==> src/hdl/u8lc_pkg.sv <==
// u8lc_pkg: shared types and constants of the utf-8 line and column tracker
// used by the channel interfaces, the update step and the top level
`timescale 1ns / 1ps
`default_nettype none
package u8lc_pkg;

  localparam int unsigned COUNT_W = 24;
  localparam int unsigned CP_W    = 21;

  localparam logic [COUNT_W-1:0] COUNT_MAX = 24'hFFFFFF;
  localparam logic [COUNT_W-1:0] COUNT_ONE = 24'd1;

  localparam logic [CP_W-1:0] CP_LF = 21'h00000A;
  localparam logic [CP_W-1:0] CP_CR = 21'h00000D;
  localparam logic [CP_W-1:0] CP_LS = 21'h002028;
  localparam logic [CP_W-1:0] CP_PS = 21'h002029;

  localparam logic [7:0] BYTE_LF       = 8'h0A;
  localparam logic [7:0] BYTE_CR       = 8'h0D;
  localparam logic [7:0] LEAD2_FIRST   = 8'hC0;
  localparam logic [7:0] LEAD3_FIRST   = 8'hE0;
  localparam logic [7:0] LEAD4_FIRST   = 8'hF0;
  localparam logic [7:0] INVALID_FIRST = 8'hF5;

  localparam logic [4:0] LEAD2_MASK = 5'h1F;
  localparam logic [3:0] LEAD3_MASK = 4'h0F;
  localparam logic [2:0] LEAD4_MASK = 3'h07;
  localparam logic [5:0] CONT_MASK  = 6'h3F;

  typedef struct packed {
    logic [7:0] data_byte;
    logic       last_byte;
  } u8lc_item_t;

  typedef struct packed {
    logic [COUNT_W-1:0] line_number;
    logic [COUNT_W-1:0] column_number;
    logic               end_of_text;
  } u8lc_result_t;

  function automatic logic [COUNT_W-1:0] sat_inc(input logic [COUNT_W-1:0] v);
    sat_inc = (v == COUNT_MAX) ? COUNT_MAX : v + COUNT_ONE;
  endfunction

  function automatic logic is_break(input logic [CP_W-1:0] cp);
    is_break = (cp == CP_LF) || (cp == CP_CR) || (cp == CP_LS) || (cp == CP_PS);
  endfunction

endpackage
`default_nettype wire

==> src/hdl/u8lc_if.sv <==
// u8lc_in_if, u8lc_out_if: valid/ready channels for input bytes and positions
// depends on u8lc_pkg
`timescale 1ns / 1ps
`default_nettype none
interface u8lc_in_if import u8lc_pkg::*; ();
  logic       valid;
  logic       ready;
  logic [7:0] data_byte;
  logic       last_byte;

  modport source (output valid, output data_byte, output last_byte, input ready);
  modport sink (input valid, input data_byte, input last_byte, output ready);
endinterface

interface u8lc_out_if import u8lc_pkg::*; ();
  logic               valid;
  logic               ready;
  logic [COUNT_W-1:0] line_number;
  logic [COUNT_W-1:0] column_number;
  logic               end_of_text;

  modport source (output valid, output line_number, output column_number,
                  output end_of_text, input ready);
  modport sink (input valid, input line_number, input column_number,
                input end_of_text, output ready);
endinterface
`default_nettype wire

==> src/hdl/utf8_line_column_tracker.sv <==
// utf8_line_column_tracker: top level with input register and result register
// depends on u8lc_pkg, u8lc_in_if, u8lc_out_if and u8lc_step
// an item passes two register stages, the input register then the result register
// throughput: 1 item per cycle unless out_ch stalls; combinational count update
// a waiting result holds the input register; input stalls once both stages are full
// reset: synchronous active-low rst_n; line and column return to 1, channels empty
`timescale 1ns / 1ps
`default_nettype none
module utf8_line_column_tracker import u8lc_pkg::*; (
  input  wire logic  clk,
  input  wire logic  rst_n,
  u8lc_in_if.sink    in_ch,
  u8lc_out_if.source out_ch
);

  logic         s1_valid_r, s1_valid_nxt;
  u8lc_item_t   s1_item_r;
  logic         out_valid_r, out_valid_nxt;
  u8lc_result_t out_res_r;
  u8lc_result_t step_res;
  logic         s1_adv;
  logic         in_fire;

  assign s1_adv  = s1_valid_r && (!out_valid_r || out_ch.ready);
  assign in_fire = in_ch.valid && in_ch.ready;

  assign in_ch.ready = !s1_valid_r || s1_adv;

  u8lc_step u_step (
    .clk    (clk),
    .rst_n  (rst_n),
    .fire   (s1_adv),
    .item   (s1_item_r),
    .result (step_res)
  );

  always_comb begin
    s1_valid_nxt = s1_valid_r;
    if (in_fire) begin
      s1_valid_nxt = 1'b1;
    end else if (s1_adv) begin
      s1_valid_nxt = 1'b0;
    end
    out_valid_nxt = out_valid_r;
    if (s1_adv) begin
      out_valid_nxt = 1'b1;
    end else if (out_ch.ready) begin
      out_valid_nxt = 1'b0;
    end
  end

  always_ff @(posedge clk) begin
    if (!rst_n) begin
      s1_valid_r  <= 1'b0;
      out_valid_r <= 1'b0;
    end else begin
      s1_valid_r  <= s1_valid_nxt;
      out_valid_r <= out_valid_nxt;
    end
  end

  always_ff @(posedge clk) begin
    if (in_fire) begin
      s1_item_r.data_byte <= in_ch.data_byte;
      s1_item_r.last_byte <= in_ch.last_byte;
    end
    if (s1_adv) begin
      out_res_r <= step_res;
    end
  end

  assign out_ch.valid         = out_valid_r;
  assign out_ch.line_number   = out_res_r.line_number;
  assign out_ch.column_number = out_res_r.column_number;
  assign out_ch.end_of_text   = out_res_r.end_of_text;

endmodule
`default_nettype wire

==> src/hdl/u8lc_step.sv <==
// u8lc_step: tracker state and the per-item decode and count update
// depends on u8lc_pkg
`timescale 1ns / 1ps
`default_nettype none
module u8lc_step import u8lc_pkg::*; (
  input  wire logic         clk,
  input  wire logic         rst_n,
  input  wire logic         fire,
  input  wire u8lc_item_t   item,
  output u8lc_result_t      result
);

  logic [COUNT_W-1:0] line_count_r, line_count_nxt;
  logic [COUNT_W-1:0] column_count_r, column_count_nxt;
  logic [1:0]         bytes_left_r, bytes_left_nxt;
  logic [CP_W-1:0]    partial_cp_r, partial_cp_nxt;
  logic               after_cr_r, after_cr_nxt;

  logic [7:0]         b;
  logic [1:0]         bl_dec;
  logic [CP_W-1:0]    cont_cp;
  logic               count_en;
  logic               plain_col;
  logic [CP_W-1:0]    count_cp;
  logic               brk;
  logic [COUNT_W-1:0] line_new;
  logic [COUNT_W-1:0] col_new;
  logic [1:0]         bl_new;
  logic [CP_W-1:0]    cp_new;
  logic               cr_new;

  assign b       = item.data_byte;
  assign bl_dec  = bytes_left_r - 2'd1;
  assign cont_cp = {partial_cp_r[CP_W-7:0], b[5:0] & CONT_MASK};

  always_comb begin
    count_en  = 1'b0;
    plain_col = 1'b0;
    count_cp  = cont_cp;
    bl_new    = bytes_left_r;
    cp_new    = partial_cp_r;
    cr_new    = 1'b0;
    if (bytes_left_r != 2'd0) begin
      bl_new = bl_dec;
      cp_new = cont_cp;
      if (bl_dec == 2'd0) begin
        count_en = 1'b1;
      end else if (item.last_byte) begin
        count_en  = 1'b1;
        plain_col = 1'b1;
      end
    end else if (item.last_byte) begin
      count_en = 1'b0;
    end else if (b == BYTE_LF && after_cr_r) begin
      cr_new = 1'b0;
    end else if (b < LEAD2_FIRST || b >= INVALID_FIRST) begin
      count_en = 1'b1;
      count_cp = {{(CP_W-8){1'b0}}, b};
      cr_new   = (b == BYTE_CR);
    end else if (b < LEAD3_FIRST) begin
      bl_new = 2'd1;
      cp_new = {{(CP_W-5){1'b0}}, b[4:0] & LEAD2_MASK};
    end else if (b < LEAD4_FIRST) begin
      bl_new = 2'd2;
      cp_new = {{(CP_W-4){1'b0}}, b[3:0] & LEAD3_MASK};
    end else begin
      bl_new = 2'd3;
      cp_new = {{(CP_W-3){1'b0}}, b[2:0] & LEAD4_MASK};
    end
  end

  assign brk      = count_en && !plain_col && is_break(count_cp);
  assign line_new = brk ? sat_inc(line_count_r) : line_count_r;
  assign col_new  = brk ? COUNT_ONE :
                    (count_en ? sat_inc(column_count_r) : column_count_r);

  assign result.line_number   = line_new;
  assign result.column_number = col_new;
  assign result.end_of_text   = item.last_byte;

  always_comb begin
    line_count_nxt   = line_count_r;
    column_count_nxt = column_count_r;
    bytes_left_nxt   = bytes_left_r;
    partial_cp_nxt   = partial_cp_r;
    after_cr_nxt     = after_cr_r;
    if (fire) begin
      if (item.last_byte) begin
        line_count_nxt   = COUNT_ONE;
        column_count_nxt = COUNT_ONE;
        bytes_left_nxt   = 2'd0;
        partial_cp_nxt   = '0;
        after_cr_nxt     = 1'b0;
      end else begin
        line_count_nxt   = line_new;
        column_count_nxt = col_new;
        bytes_left_nxt   = bl_new;
        partial_cp_nxt   = cp_new;
        after_cr_nxt     = cr_new;
      end
    end
  end

  always_ff @(posedge clk) begin
    if (!rst_n) begin
      line_count_r   <= COUNT_ONE;
      column_count_r <= COUNT_ONE;
      bytes_left_r   <= 2'd0;
      partial_cp_r   <= '0;
      after_cr_r     <= 1'b0;
    end else begin
      line_count_r   <= line_count_nxt;
      column_count_r <= column_count_nxt;
      bytes_left_r   <= bytes_left_nxt;
      partial_cp_r   <= partial_cp_nxt;
      after_cr_r     <= after_cr_nxt;
    end
  end

  a_counts_nonzero: assert property (@(posedge clk) disable iff (!rst_n)
    line_count_r != '0 && column_count_r != '0)
    else $error("line or column count reached zero");

  a_end_clears: assert property (@(posedge clk) disable iff (!rst_n)
    fire && item.last_byte |=> line_count_r == COUNT_ONE &&
      column_count_r == COUNT_ONE && bytes_left_r == 2'd0 && !after_cr_r)
    else $error("state not cleared after end of text");

  a_cr_outside_seq: assert property (@(posedge clk) disable iff (!rst_n)
    bytes_left_r != 2'd0 |-> !after_cr_r)
    else $error("cr flag set inside a multi-byte sequence");

  a_line_monotonic: assert property (@(posedge clk) disable iff (!rst_n)
    fire && !item.last_byte |=> line_count_r >= $past(line_count_r))
    else $error("line count went backwards within a text");

endmodule
`default_nettype wire
==> src/flat_wrapper.sv <==
// flat-port wrapper written by rule: the top's interface ports become plain ports
module utf8_line_column_tracker_flat import u8lc_pkg::*;
  (clk, rst_n, in_ch_valid, in_ch_data_byte, in_ch_last_byte, in_ch_ready, out_ch_valid, out_ch_line_number, out_ch_column_number, out_ch_end_of_text, out_ch_ready);
  u8lc_in_if in_ch_i ();
  u8lc_out_if out_ch_i ();
  input  wire logic clk;
  input  wire logic rst_n;
  input wire logic [$bits(in_ch_i.valid)-1:0] in_ch_valid;
  input wire logic [$bits(in_ch_i.data_byte)-1:0] in_ch_data_byte;
  input wire logic [$bits(in_ch_i.last_byte)-1:0] in_ch_last_byte;
  output wire logic [$bits(in_ch_i.ready)-1:0] in_ch_ready;
  output wire logic [$bits(out_ch_i.valid)-1:0] out_ch_valid;
  output wire logic [$bits(out_ch_i.line_number)-1:0] out_ch_line_number;
  output wire logic [$bits(out_ch_i.column_number)-1:0] out_ch_column_number;
  output wire logic [$bits(out_ch_i.end_of_text)-1:0] out_ch_end_of_text;
  input wire logic [$bits(out_ch_i.ready)-1:0] out_ch_ready;
  assign in_ch_i.valid = in_ch_valid;
  assign in_ch_i.data_byte = in_ch_data_byte;
  assign in_ch_i.last_byte = in_ch_last_byte;
  assign in_ch_ready = in_ch_i.ready;
  assign out_ch_valid = out_ch_i.valid;
  assign out_ch_line_number = out_ch_i.line_number;
  assign out_ch_column_number = out_ch_i.column_number;
  assign out_ch_end_of_text = out_ch_i.end_of_text;
  assign out_ch_i.ready = out_ch_ready;
  utf8_line_column_tracker u_core (.clk(clk), .rst_n(rst_n), .in_ch(in_ch_i), .out_ch(out_ch_i));
endmodule
==> config.mk <==
export PLATFORM = sky130hd
export DESIGN_NAME = utf8_line_column_tracker_flat
export DESIGN_NICKNAME = d
export VERILOG_FILES = /design/src/hdl/u8lc_pkg.sv /design/src/hdl/u8lc_if.sv /design/src/hdl/utf8_line_column_tracker.sv /design/src/hdl/u8lc_step.sv /design/src/flat_wrapper.sv
export SDC_FILE = /design/constraint.sdc
export NUM_CORES = 1
export LEC_CHECK = 0
export BUFFER_PORTS_ARGS = -buffer_cell sky130_fd_sc_hd__buf_4
export CORE_MARGIN = 1.5
export CORE_UTILIZATION = 60
export CTS_BUF_LIST = sky130_fd_sc_hd__clkbuf_16
export DETAILED_ROUTE_END_ITERATION = 16
export PLACE_DENSITY = 0.79
export SLEW_MARGIN = 0
export SYNTH_ARGS = -nofsm -noshare
export SYNTH_HDL_FRONTEND = slang
export SYNTH_SLANG_ARGS = --single-unit
==> constraint.sdc <==
create_clock -name clk -period 10.6 [get_ports clk]
set_input_delay 3.18 -clock clk [delete_from_list [all_inputs] [get_ports clk]]
set_output_delay 3.18 -clock clk [all_outputs]
set_load 0.005 [all_outputs]
### After elaboration in Yosys (flattened, before gate mapping)

Cells that the tools add are included.

| storage, ports and cells | value |
|---|---|
| register bits after elaboration | 126 |
| input port bits | 13 |
| output and inout bits | 51 |
| logic and storage cells | 87 |

| cells by class | value |
|---|---|
| add/subtract/negate cells | 3 |
| order comparisons | 4 |
| equal/unequal tests | 10 |
| mux-type cells | 39 |
| reduce and logical (&&, ||, !) cells | 19 |

Operators with widths:

| kind | count |
|---|---|
| $mux W24 | 7 |
| $mux W21 | 4 |
| $mux W15 | 4 |
| $add A24 B1 Y24 const B | 2 |
| $eq A24 B24 Y1 const B | 2 |
| $eq A21 B14 Y1 const B | 2 |
| $eq A21 B4 Y1 const B | 2 |
| $lt A8 B8 Y1 const B | 3 |
| $mux W1 | 17 |
| $eq A8 B4 Y1 const B | 2 |
| $mux W2 | 5 |
| $ge A8 B8 Y1 const B | 1 |
| $logic_or A1 B1 Y1 | 6 |
| $ne A3 B2 Y1 const B | 2 |
| $reduce_bool A2 Y1 | 3 |
| $logic_and A1 B1 Y1 | 5 |
| $mux W5 | 1 |
| $mux W4 | 1 |
| $logic_not A1 Y1 | 3 |
| $reduce_and A3 Y1 | 1 |
| $logic_not A2 Y1 | 1 |
| $sub A2 B1 Y2 const B | 1 |

### Depth between registers and ports, before layout

Gate-level depths: netlist of the first run.

| depth | value |
|---|---|
| depth after elaboration | 13 |
| gate-level depth with buffers | 9 |
| mapped depth without buffers | 7 |

### Hierarchy

A second synthesis of the first run with hierarchy kept.

| unflattened totals | value |
|---|---|
| cells, all modules | 688 |
| area, all modules | 6377.4 um^2 |

Modules (own cells, without submodules):

| module | times used | cells an instance | area an instance (um^2) | sequential area each (um^2) |
|---|---|---|---|---|
| u8lc_step | 1 | 621 | 4531.8 | 1321.3 |
| utf8_line_column_tracker | 1 | 67 | 1845.5 | 1781.7 |

### Worst setup path after synthesis of the first run

No wires, ideal clock.

| timing | value |
|---|---|
| path type | input to output |
| from | input port out_ch_ready |
| to | output port in_ch_ready |
| arrival | 3.382 ns |
| required time | 7.420 ns |
| path slack | 4.038 ns |
| stages | 2 |
| path buffers | 0 |
| cells stage by stage | nor2b_1 -> nand2_1 |

| between the ends | value |
|---|---|
| cells in the longest elaborated chain, start to end | 3 |

Ends and longest elaborated chain:

| item | RTL line | text |
|---|---|---|
| from (decl) | flat_wrapper.sv:16 | `input wire logic [$bits(out_ch_i.ready)-1:0] out_ch_ready;` |
| $logic_or A1 B1 Y1 | utf8_line_column_tracker.sv:24 | `assign s1_adv = s1_valid_r && (!out_valid_r \|\| out_ch.ready);` |
| $logic_and A1 B1 Y1 | utf8_line_column_tracker.sv:24 |  |
| $logic_or A1 B1 Y1 | utf8_line_column_tracker.sv:27 | `assign in_ch.ready = !s1_valid_r \|\| s1_adv;` |
| to (decl) | flat_wrapper.sv:11 | `output wire logic [$bits(in_ch_i.ready)-1:0] in_ch_ready;` |

No other way between the ends.

### Final worst setup path of the first run

Ends and elaborated chain as after synthesis.

==> impl_metrics.ini, run 1 <==
[floorplan]
core_area_um2 = 10300
die-area_um2 = 11300
pin_count = 64
fp-row-count = 37
die_w_um = 106
initial_core_util = 0.621
die_h_um = 106

[critical_path]
path_max_fanout = 2
cp_cell_sequence = buf_4 > nor2b_1 > nand2_1 > buf_4
end_kind = output port
slowest_delay_ns = 0.14
cp_num_buf_inv = 2
cpMostUsedCell = buf_4
crit_required_ns = 7.42
path_class = in -> out
arrival_ns = 3.65
cp-start-kind = input pin
crit_path_top_delay_cell = nor2b_1
critical_path.top_delay_family = buffers and inverters

[yosys]
synth_xor_area_frac = 0.0191
synth_fa_ha_area_frac = 0.00391
synth.cell_area_um2 = 6410
synth_compound_area_frac = 0.221
synth_ff_type = dfxtp_1
avgSynthCellArea_um2 = 9.37
synthSimpleGateAreaFrac = 0.220
muxShareOfSynthArea = 0.0102
synth_nets = 699
synth_cells = 684
yosys_register_bits = 126
synth_top_family_by_area = compound AO/OA/AOI/OAI gates
ys_seq_area_frac = 0.484
synth_top_area_frac = 0.272
synth_top_cell_by_area = edfxtp_1
synth_cell_types = 80
yosys_warnings = 0
synth_edf_count = 58
ys_async_sr_fraction = 0
yosys-top-cells-area = edfxtp_1 27%, dfxtp_1 21%, a21oi_1 5.1%

[placed_design]
placed_cell_area_um2 = 6890
gp_congestion = 0.926
place_ws_ns = 3.77
portBuffers = 63
dp_hpwl_um = 10600

[final_layout]
area_delta_synth_final_pct = 16.4
final_area_um2 = 7460
final_net_count = 745
antenna_cells = 0
drive_gt1_frac = 0.168
nFillCells = 744
final_cell_mix = 68 x buf_4, 68 x dfxtp_1, 65 x a21oi_1

[timing]
grt_setup_unrepaired = no
period_minus_slack_ns = 6.83
max_slew_margin = 0.250
postLayoutSetupSlackWorst_ns = 3.77
slew_viol_final = 0
finalHoldViolCount = 0
fmax_mhz = 146
tightest_slew_ns = 1.12
period_share = 0.644
finalSetupViolations = 0
holdWs_ns = 0.493
tns_ns = 0
skew_ns = 0.00652

[cts]
htree_levels = 4
post_cts_resized = 0
clock-root-buffer = clkbuf_16
clock_sinks = 126
cts.hold.buffers_added = 0
cts_buffer_depth = 2
post_cts_buffers = 0
cts_buffers = 17
path_clk_slew_ns = 0.06
tritoncts = built
clk_latency_ns = 0.42

[route]
firstDrtPassIters = 8
drtIter0Drc = 542
post-route-drc-count = 0
wl_um = 16500
num_vias = 5824
detail_route.wl_per_cell_um = 18.8
viasPerCell = 6.63
ant_nets = 0

[grt]
grt_pass1_vias = 5362
antenna_found_initial = 0
track_usage = 0.294
grt_start_max_net_pins = 61
overflow = 0
grt_pass1_wl_um = 26100

[outcome]
outcome = complete, no violations

[pwr]
vdd_drop_max_v = 0.000102
total_leakage_power_nw = 2.47
power.density_nw_per_um2 = 155

[hold_path]
hp-class = reg -> reg

[run]
cap_violations = 0
-- state kept, by name, indices dropped and copies added, names as in the netlist --
signal / count
u_core.out_ch.column_number: 24
u_core.u_step.partial_cp_r: 15
u_core.u_step.bytes_left_r: 2
u_core.u_step.column_count_r: 24
u_core.u_step.line_count_r: 24
u_core.u_step.after_cr_r: 1
u_core.out_ch.line_number: 24
u_core.out_ch.end_of_text: 1
u_core.s1_item_r: 9
u_core.s1_valid_r: 1
u_core.out_ch.valid: 1
-- worst paths after layout --
kind	startpoint	to	slack [ns]	depth (start not counted)
worst max register to register	u_core.u_step.line_count_r[17]	u_core.out_ch.line_number[7]	7.34	6
worst min-delay path	u_core.u_step.column_count_r[1]	u_core.u_step.column_count_r[1]	0.49	2
worst min register to register	u_core.u_step.column_count_r[1]	u_core.u_step.column_count_r[1]	0.49	2
worst max-delay path	out_ch_ready	in_ch_ready	3.77	4
-- synth_stat cells (all sizes together) (5+ instances only) --
cell,number
clkbuf,24
nor2,52
buf,17
nor4,11
o211ai,6
a31oi,18
nor3,22
dfxtp,68
nand2b,5
a22oi,15
a21oi,65
nor2b,21
nand2,53
nand3,43
and2,8
o21ai,44
inv,17
a211oi,8
and3,12
nand4,18
a311oi,5
edfxtp,58
xnor2,11
o31ai,9
-- layout make-up --
class                      instances  area [um2]  share of cell area
sequential                       126        3100               0.416
multi-input combinational        500        3040               0.407
timing repair buffer              68         510              0.0684
clock buffer                      17         425              0.0570
tap                              136         170              0.0228
clock inverter                    15         146              0.0196
inverter                          17        63.8             0.00856
-- power breakdown --
part	internal, mW	switching, mW
combinational	0.0216	0.0347
clock	0.344	0.226
sequential	0.521	0.00626
-- worst min-delay path, cell delays in order, from the launching register on --
cell and delay (ns):
dfxtp_1 0.33, inv_1 0.06, o22ai_1 0.05
-- stage by stage --
stage                     cells  utilization  power (mW)
after floorplan             684            -       0.568
after global placement      847        0.667       0.591
after detailed placement    847        0.667       0.593
after CTS                   879        0.722        1.15
after global routing        879        0.722        1.18
final                       879        0.722        1.15
-- kinds of logic (layout without fill, tap and decap cells) --
| family | Yosys count | after routing |
|---|---|---|
| muxes | 6 | 6 |
| AOI/OAI and AO/OA | 213 | 213 |
| DFF | 126 | 126 |
| xor gates and xnor gates | 14 | 14 |
| and+or+nand+nor | 265 | 265 |
| adders and majority gates | 2 | 2 |
| buffers and inverters | 58 | 117 |
-- per-layer routing --
metal  GRT usage  share of wire  vias up
met5           0              0        -
met4       0.122          0.021        0
met3      0.0650          0.082       40
met2       0.461           0.48      314
met1       0.393           0.42     2778
li1            -              -     2692
(Power assumes the default switching activity.)
==> run 2, diff against run 1 <==
--- a/config.mk
+++ b/config.mk
@@ -5,12 +5,13 @@
 export SDC_FILE = /design/constraint.sdc
 export NUM_CORES = 1
 export LEC_CHECK = 0
+export ABC_AREA = 1
 export BUFFER_PORTS_ARGS = -buffer_cell sky130_fd_sc_hd__buf_4
 export CORE_MARGIN = 1.5
-export CORE_UTILIZATION = 60
+export CORE_UTILIZATION = 54
 export CTS_BUF_LIST = sky130_fd_sc_hd__clkbuf_16
 export DETAILED_ROUTE_END_ITERATION = 16
-export PLACE_DENSITY = 0.79
+export PLACE_DENSITY = 0.74
 export SLEW_MARGIN = 0
 export SYNTH_ARGS = -nofsm -noshare
 export SYNTH_HDL_FRONTEND = slang
==> constraint.sdc (replaced) <==
create_clock -name clk -period 5.8 [get_ports clk]
set_input_delay 1.74 -clock clk [delete_from_list [all_inputs] [get_ports clk]]
set_output_delay 1.74 -clock clk [all_outputs]
set_load 0.005 [all_outputs]
==> impl_metrics.ini, run 2 <==
[outcome]
outcome = complete, no violations

[cts]
path_clk_slew_ns = 0.05
cts.hold.buffers_added = 0
post_cts_resized = 0
cts_buffer_depth = 2
tritoncts = built
clock-root-buffer = clkbuf_16
cts_buffers = 17
post_cts_buffers = 0
clock_sinks = 126
htree_levels = 4
clk_latency_ns = 0.42

[critical_path]
crit_required_ns = 4.06
path_max_fanout = 3
r2r_slack_ns = 2.26
ff2ff_path_depth = 10
arrival_ns = 2.19
r2r_start = u_core.s1_item_r[2]
cp-start-kind = input pin
end_kind = output port
r2r_end = u_core.out_ch.line_number[0]
path_class = in -> out

[yosys]
yosys-top-cells-area = edfxtp_1 25%, dfxtp_1 19%, nand2_1 17%
synth_top_area_frac = 0.247
synth_nets = 974
yosys_register_bits = 126
synth_cell_types = 38
avgSynthCellArea_um2 = 7.36
synth.top_cells.by_count = 329 x nand2_1, 82 x inv_1, 79 x nand3_1
synth_top_cell_by_area = edfxtp_1
synth.most_common_cell = nand2_1
synth_ff_type = dfxtp_1
synth_edf_count = 58
ys_async_sr_fraction = 0
yosys_warnings = 0
synth_cells = 959
ys_seq_area_frac = 0.439
synth.cell_area_um2 = 7060

[timing]
finalSetupViolations = 0
tightest_slew_ns = 1.11
slew_viol_final = 0
tns_ns = 0
fmax_mhz = 255
period_minus_slack_ns = 3.93
grt_setup_unrepaired = no
finalHoldViolCount = 0
max_slew_margin = 0.254
skew_ns = 0.00843
period_share = 0.677
holdWs_ns = 0.459

[grt]
overflow = 0
grt_pass1_vias = 5818
grt_start_max_net_pins = 68
track_usage = 0.248
antenna_found_initial = 0
grt_pass1_wl_um = 27900

[final_layout]
final_net_count = 1017
nFillCells = 1134
antenna_cells = 0
area_delta_synth_final_pct = 15.2
multi_input_area_um2 = 3370
drive_gt1_frac = 0.151
layout_commonest_cell = nand2_1
final_core_util = 0.642
final_cell_mix = 328 x nand2_1, 82 x inv_1, 79 x nand3_1
regArea_um2 = 3100

[floorplan]
initial_core_util = 0.557
fp-row-count = 41
core_area_um2 = 12700
pin_count = 64
die_w_um = 117
die-area_um2 = 13800
die_h_um = 117

[hold_path]
min_to = u_core.u_step.partial_cp_r[10]
holdPathStages = 2
hp-class = reg -> reg
min_from = u_core.u_step.partial_cp_r[10]

[route]
ant_nets = 0
viasPerCell = 5.44
num_vias = 6458
post-route-drc-count = 0
firstDrtPassIters = 5
wl_um = 16700
detail_route.wl_per_cell_um = 14.0
drtIter0Drc = 555

[pwr]
power.density_nw_per_um2 = 271
total_leakage_power_nw = 3.24
vdd_drop_max_v = 0.000212

[placed_design]
portBuffers = 63
gp_congestion = 0.956
dp_hpwl_um = 10600

[run]
cap_violations = 0
==> run 2: changes by cell type after synthesis, moves of 22 or more <==
cell	delta
nand3_1	+37
nand4_1	+22
inv_1	+65
o21ai_0	-23
nand2_1	+276
==> run 2: area by class of cell <==
type                       instances  area share
clock buffer                      17      0.0523
sequential                       126       0.382
timing repair buffer              67      0.0619
clock inverter                    15      0.0220
inverter                          90      0.0415
multi-input combinational        700       0.414
tap                              172      0.0265
==> run 2: cells by family (layout without fill, tap and decap cells) <==
group	Yosys count	count (layout)	synth area share
simple gates	565	565	0.360
buf+inv	133	189	0.0849
compound gates	126	126	0.103
flops	126	126	0.439
xor+xnor	7	7	0.00868
fa+ha+maj	2	2	0.00354
==> run 2: critical path, stage by stage <==
cell and delay, ns:
buf_4 0.11, inv_1 0.06, nand3_1 0.12, buf_4 0.16
==> run 2: per-layer routing <==
| metal | up-vias | wire length [um] | GRT usage | share of wire |
|---|---|---|---|---|
| li1 | 3243 | - | - | - |
| met1 | 2979 | 7730 | 0.347 | 0.46 |
| met2 | 217 | 7490 | 0.376 | 0.45 |
| met3 | 19 | 1260 | 0.0637 | 0.075 |
| met4 | 0 | 204 | 0.0787 | 0.012 |
| met5 | - | 0 | 0 | 0 |
==> run 2: worst max path at each step <==
stage / start / slack (ns) / to / depth (start not counted)
after global routing: out_ch_ready / 1.83 / in_ch_ready / 4
after CTS: out_ch_ready / 1.88 / in_ch_ready / 4
after floorplan: out_ch_ready / 2.01 / u_core.u_step.bytes_left_r[1] / 8
after detailed placement: out_ch_ready / 1.89 / in_ch_ready / 4
after global placement: out_ch_ready / 1.91 / in_ch_ready / 4
final: out_ch_ready / 1.87 / in_ch_ready / 4
==> run 2: metrics by stage <==
stage               cell area (um2)  setup slack (ns)  total power, mW  cells
finish                         8130              1.87             2.21   1187
global route                   8130              1.83             2.26   1187
CTS                            8130              1.88             2.21   1187
detailed placement             7530              1.89             1.12   1155
global placement               7530              1.91             1.12   1155
floorplan                      7060              2.01             1.08    959
==> run 2: power breakdown <==
group / internal [mW] / switching, mW / leakage (nW)
clock: 0.709 / 0.390 / 0.300
sequential: 0.955 / 0.0130 / 1.07
combinational: 0.0413 / 0.0985 / 1.87
total: 1.71 / 0.502 / 3.24
